**config.mk**
```make
export PLATFORM = sky130hd
export DESIGN_NAME = fsrw_range_check
export DESIGN_NICKNAME = d
export VERILOG_FILES = /design/src/hw/rtl/fsrw_pkg.sv /design/src/hw/rtl/fsrw_range_check.sv
export SDC_FILE = /design/constraint.sdc
export NUM_CORES = 1
export LEC_CHECK = 0
export BUFFER_PORTS_ARGS = -buffer_cell sky130_fd_sc_hd__buf_2
export CORE_ASPECT_RATIO = 1.5
export CORE_UTILIZATION = 57
export DETAILED_ROUTE_END_ITERATION = 10
export PLACE_DENSITY = 0.86
export SLEW_MARGIN = 20
export SYNTH_ARGS = -nofsm -noshare
export SYNTH_HDL_FRONTEND = slang
export SYNTH_SLANG_ARGS = --single-unit
export TNS_END_PERCENT = 50
```
**constraint.sdc**
```tcl
create_clock -name vclk -period 6.3
set_input_delay 0.63 -clock vclk [all_inputs]
set_output_delay 0.63 -clock vclk [all_outputs]
set_load 0.03 [all_outputs]
```
**src/hw/rtl/fsrw_pkg.sv**
```systemverilog
package fsrw_pkg;

   localparam int FLASH_BYTES  = 65536;
   localparam int FLASH_AW     = 16;
   localparam int SECTOR_BYTES = 128;
   localparam int SECTOR_AW    = 7;
   localparam int MAX_WRITE    = 256;
   localparam int MAX_READ     = 64;
   localparam int DRIVE_COUNT  = 2;

   localparam logic [1:0] CMD_READ  = 2'd0;
   localparam logic [1:0] CMD_WRITE = 2'd1;
   localparam logic [1:0] CMD_ERASE = 2'd2;

   localparam logic [1:0] ST_OK         = 2'd0;
   localparam logic [1:0] ST_BAD_ADDR   = 2'd1;
   localparam logic [1:0] ST_ERASE_FAIL = 2'd2;
   localparam logic [1:0] ST_BAD_REQ    = 2'd3;

   localparam logic [1:0] REG_DRIVE0_BASE = 2'd0;
   localparam logic [1:0] REG_DRIVE0_SIZE = 2'd1;
   localparam logic [1:0] REG_DRIVE1_BASE = 2'd2;
   localparam logic [1:0] REG_DRIVE1_SIZE = 2'd3;

   typedef struct packed {
      logic [15:0] base;
      logic [16:0] size;
      logic [15:0] addr;
      logic [8:0]  len;
   } range_req_type;

endpackage

```
**src/hw/rtl/fsrw_range_check.sv**
```systemverilog
module fsrw_range_check (
   input  fsrw_pkg::range_req_type chk,
   output logic                    ok
);
   import fsrw_pkg::*;

   logic [17:0] addr_end;
   logic [17:0] flash_end;

   assign addr_end  = 18'(chk.addr) + 18'(chk.len);
   assign flash_end = 18'(chk.base) + addr_end;
   assign ok = (17'(chk.addr) < chk.size) && (addr_end <= 18'(chk.size))
            && (flash_end <= 18'(FLASH_BYTES));
endmodule

```
---- Word-level counts from Yosys, hierarchy flattened ----
Index checks and enable logic that the tools add are counted.
cells by class
  $add $sub $neg .......................... 2
  reductions and logical operators ........ 2
  magnitude comparators ................... 3
operators with widths
  operator              number
  $add 16x17->18        1
  $le 18x17->1 const B  1
  $add 16x9->17         1
  $le 17x17->1          1
  $lt 16x17->1          1
  $logic_and 1x1->1     2
word-level totals
  word-level logic and storage cells ...... 7
  output and inout bits ................... 1
  register bits ........................... 0
  input bits .............................. 58

---- Depth between registers and ports, before layout ----
  word-level depth ........................ 4
  depth in mapped cells ................... 22
  gate-level depth less buffers ........... 21

---- Worst setup path before layout ----
OpenSTA, ideal clock, no wires.
  path kind ............................... in2out
  start ................................... input chk[0] (netlist name)
  end ..................................... output ok
  path slack .............................. 0.563 ns
  data required time ...................... 5.670 ns
  cell stages on the path ................. 21
  arrival time ............................ 5.107 ns
  cells stage by stage .................... ha_1 > inv_1 > fa_1 > nor2b_1 > o21a_1 > o21ai_0 > a2111oi_0 > o21ai_0 > a21oi_1 > nand2_1 > xnor2_1 > ha_1 > o21a_1 > a21oi_1 > o2111ai_1 > nor4_2 > o2111ai_1 > or4_4 > nor4_4 > o221ai_2 > a211oi_2
on the way
  longest elaborated chain between the ends .. 4
  elaborated cells on any way between the ends .. 6
ends and longest elaborated chain
  item                                               line                                            text
  start, declared                                    fsrw_range_check.sv:2                           input fsrw_pkg::range_req_type chk,
  $add 16x9->17 (*)                                  fsrw_range_check.sv:10                          assign addr_end = 18'(chk.addr) + 18'(chk.len);
  $add 16x17->18 or $le 17x17->1 (tied branches)     fsrw_range_check.sv:11, fsrw_range_check.sv:12
  $le 18x17->1 or $logic_and 1x1->1 (tied branches)  fsrw_range_check.sv:13, fsrw_range_check.sv:12
  $logic_and 1x1->1 (*)                              fsrw_range_check.sv:13                          && (flash_end <= 18'(FLASH_BYTES));
  end, declared                                      fsrw_range_check.sv:3                           output logic ok
Mark *: on every way between the ends. The rest lies on a longest branch, timed or not.

---- Final worst setup path ----
Ends and elaborated chain as after synthesis.

==> summary.txt <==
Run status
  – Status: completed

STA
  – Max-slew violations: 0
  – Final worst-path cycle share: 94.2%
  – RSZ-0062 raised after global routing: false
  – Worst rel slew slack: 61.9%
  – Fmax: 0.168 GHz
  – Final setup vio count: 0
  – Actual slew at the worst max-slew pin: 568 ps
  – Hold Vio Cnt, Final: 0
  – Final Critical Period: 5940 ps
  – Post-Route Setup TNS: 0 ps

Synthesis
  – Unique masters post-synth: 58
  – Syn_nets: 407
  – Post-synthesis sequential area ratio: 0%
  – Post-Syn Area per Cell: 7.62 um2
  – Gate Count Post-Synth: 290
  – YS warnings: 0
  – Synth top area share: 32.3%
  – Largest area contributor in the netlist: ha_1
  – Post-Syn Area: 2210 um2
  – Top post-synthesis cells by area: ha_1 32%, a21oi_1 6.3%, xnor2_1 5.1%

Cells and area
  – Fin nets: 466
  – Share of cells above drive strength 1: 23.1%
  – Clkbuf count: 0
  – FF+latch area: 0 um2
  – Fill cells: 335
  – FFs & Latches: 0
  – Area added between synthesis and finish: 16.4%
  – Layout Cells excl Fill: 390
  – Diode count: 0

GRT
  – Vias in the first global route: 2214
  – Largest net degree at the start of global routing: 12
  – Grt total ovfl: 0
  – First-pass GRT wire length: 8.83 mm
  – Initial antenna violation count: 0
  – Total track usage: 27.0%

Floorplan
  – Core Rows: 27
  – Total I/O pin count: 59
  – Starting density of the core: 60.0%
  – Chip height: 78.3 um
  – Core Footprint: 3680 um2
  – Die width: 52.9 um
  – Die area: 4140 um2

Critical path
  – CP arrival: 5310 ps
  – Biggest cell delay along the critical path: 520 ps
  – Critical path startpoint category: input pin
  – Buf+Inv Stages, Crit Path: 3
  – Critical path endpoint category: output port
  – Worst path cell trace: buf_2 -> ha_1 -> inv_1 -> fa_1 -> nor2b_1 -> o21a_1 -> o21ai_0 -> a2111oi_2 -> o21ai_2 -> a21oi_2 -> nand2_1 -> xnor2_2 -> ha_2 -> o21a_1 -> a21oi_2 -> o2111ai_1 -> nor4_2 -> o2111ai_1 -> or4_4 -> nor4_4 -> o221ai_2 -> a211oi_2 -> buf_4
  – CP Data Required Time: 5670 ps
  – Slowest cell on the critical path: or4_4
  – Maximum fanout along the worst path: 4
  – Setup CP Type: input pin to output port
  – Delay-heaviest family, CP: compound AO/OA/AOI/OAI gates

Power
  – Tot Pwr: 340 uW
  – Clk pwr share: 0%
  – Sequential power share: 0%
  – Switching Share: 55.8%
  – P_sw: 189 uW
  – Pleak: 1.32 nW
  – Cell Pwr Density: 132 nW/um2
  – Maximum vdd drop: 0.0957 mV
  – Combinational share of power: 100.0%
  – Cell-internal power: 150 uW

Place
  – Port Buffers: 59
  – Inst Count DP: 389
  – Routability cong.: 0.883
  – DPL Wire Length: 4.86 mm

Hold path
  – Worst hold endpoint: ok
  – Hold Path Origin: chk[41]
  – Hold Path Depth: 4
  – Worst min path class: input pin to output port

Flow run
  – Max Cap Viol: 0

Detailed routing
  – Total iterations of the first detailed-routing run: 6
  – Vias/cell: 6.04
  – DRC: 0
  – Antenna viol nets, final: 0
  – Final WL: 5.53 mm
  – DR iter-0 viols: 66
  – Vias: 2355
  – WL per Instance: 14.2 um

Clock network
  – Hold_buf cts: 0
[worst max-delay path by stage]
stage                     endpoint   start  slack (ps)  depth (start not counted)
final                           ok  chk[0]         360                         23
after global routing            ok  chk[9]          60                         23
after CTS                       ok  chk[9]          50                         23
after detailed placement        ok  chk[9]          70                         23
after global placement          ok  chk[9]         160                         23
after floorplan                 ok  chk[0]         560                         21
[cells in the final DEF, fill, tap and decap left out, drive strengths merged, types with 5 or more instances in the layout]
cell    count
inv        30
a21oi      28
a211oi      5
nand4       8
xnor2      13
a21o       11
o21ai      12
buf        61
nand3       6
ha         57
nor2       22
nand2      19
o21a        6
nand2b      5
[cell usage after synthesis (4+ instances only)]
cell	n
o21ai_0	11
inv_1	30
a211oi_1	4
nor2_1	22
nand2b_1	5
xnor2_1	13
a21o_1	10
nand3_1	6
a31oi_1	4
xor2_1	4
nand4_1	8
nand2_1	19
o21a_1	6
nor2b_1	4
ha_1	57
a21oi_1	28
[layout make-up]
cell class         count  area, um2  share of cell area (%)
inverters             30        113                    4.38
multi-input cells    256       2090                    81.4
well taps             43       53.8                    2.09
repair buffers        61        313                    12.2
[power by group through the flow]
| stage | Sequential [mW] | Clock, mW | Combinational [mW] |
|---|---|---|---|
| final | 0 | 0 | 0.340 |
| after global routing | 0 | 0 | 0.378 |
| after CTS | 0 | 0 | 0.331 |
| after detailed placement | 0 | 0 | 0.329 |
| after global placement | 0 | 0 | 0.320 |
| after floorplan | 0 | 0 | 0.256 |
[cells by family (layout without fill, tap and decap cells)]
kind of cell               count (synthesis)  after routing  share of synthesized area (%)
adders and majority gates                 59             59                           34.1
xor gates and xnor gates                  17             17                           6.73
and+or+nand+nor                           81             81                           19.7
buffers and inverters                     34             91                           6.51
AOI/OAI and AO/OA                         96             96                           31.6
muxes                                      3              3                           1.36
[through the flow]
step | util [%] | setup slack [ps] | cell area (um2) | hold WS, ps
after floorplan | - | 563 | 2210 | 1610
after global placement | 68.9 | 157 | 2540 | 1820
after detailed placement | 68.9 | 67.3 | 2540 | 1850
after CTS | 68.9 | 47.8 | 2540 | 1850
after global routing | 69.9 | 59.3 | 2570 | 1840
final | 69.9 | 363 | 2570 | 1830
[per-layer routing]
layer | GRT usage (%) | part of all wire [%] | up-vias | wire, um
met2 | 54.4 | 54 | 80 | 2980
met4 | 5.53 | 1.7 | 0 | 95
met3 | 1.74 | 4.2 | 8 | 231
met5 | 0 | 0 | - | 0
li1 | - | - | 1208 | -
met1 | 28.5 | 40 | 1059 | 2220
[what timing repair did]
action | CTS | global route
setup buffers | 0 | 1
setup endpoints to repair | 0 | 1
gates resized for setup | 0 | 10
No activity file was read; power rests on OpenSTA's default activity.
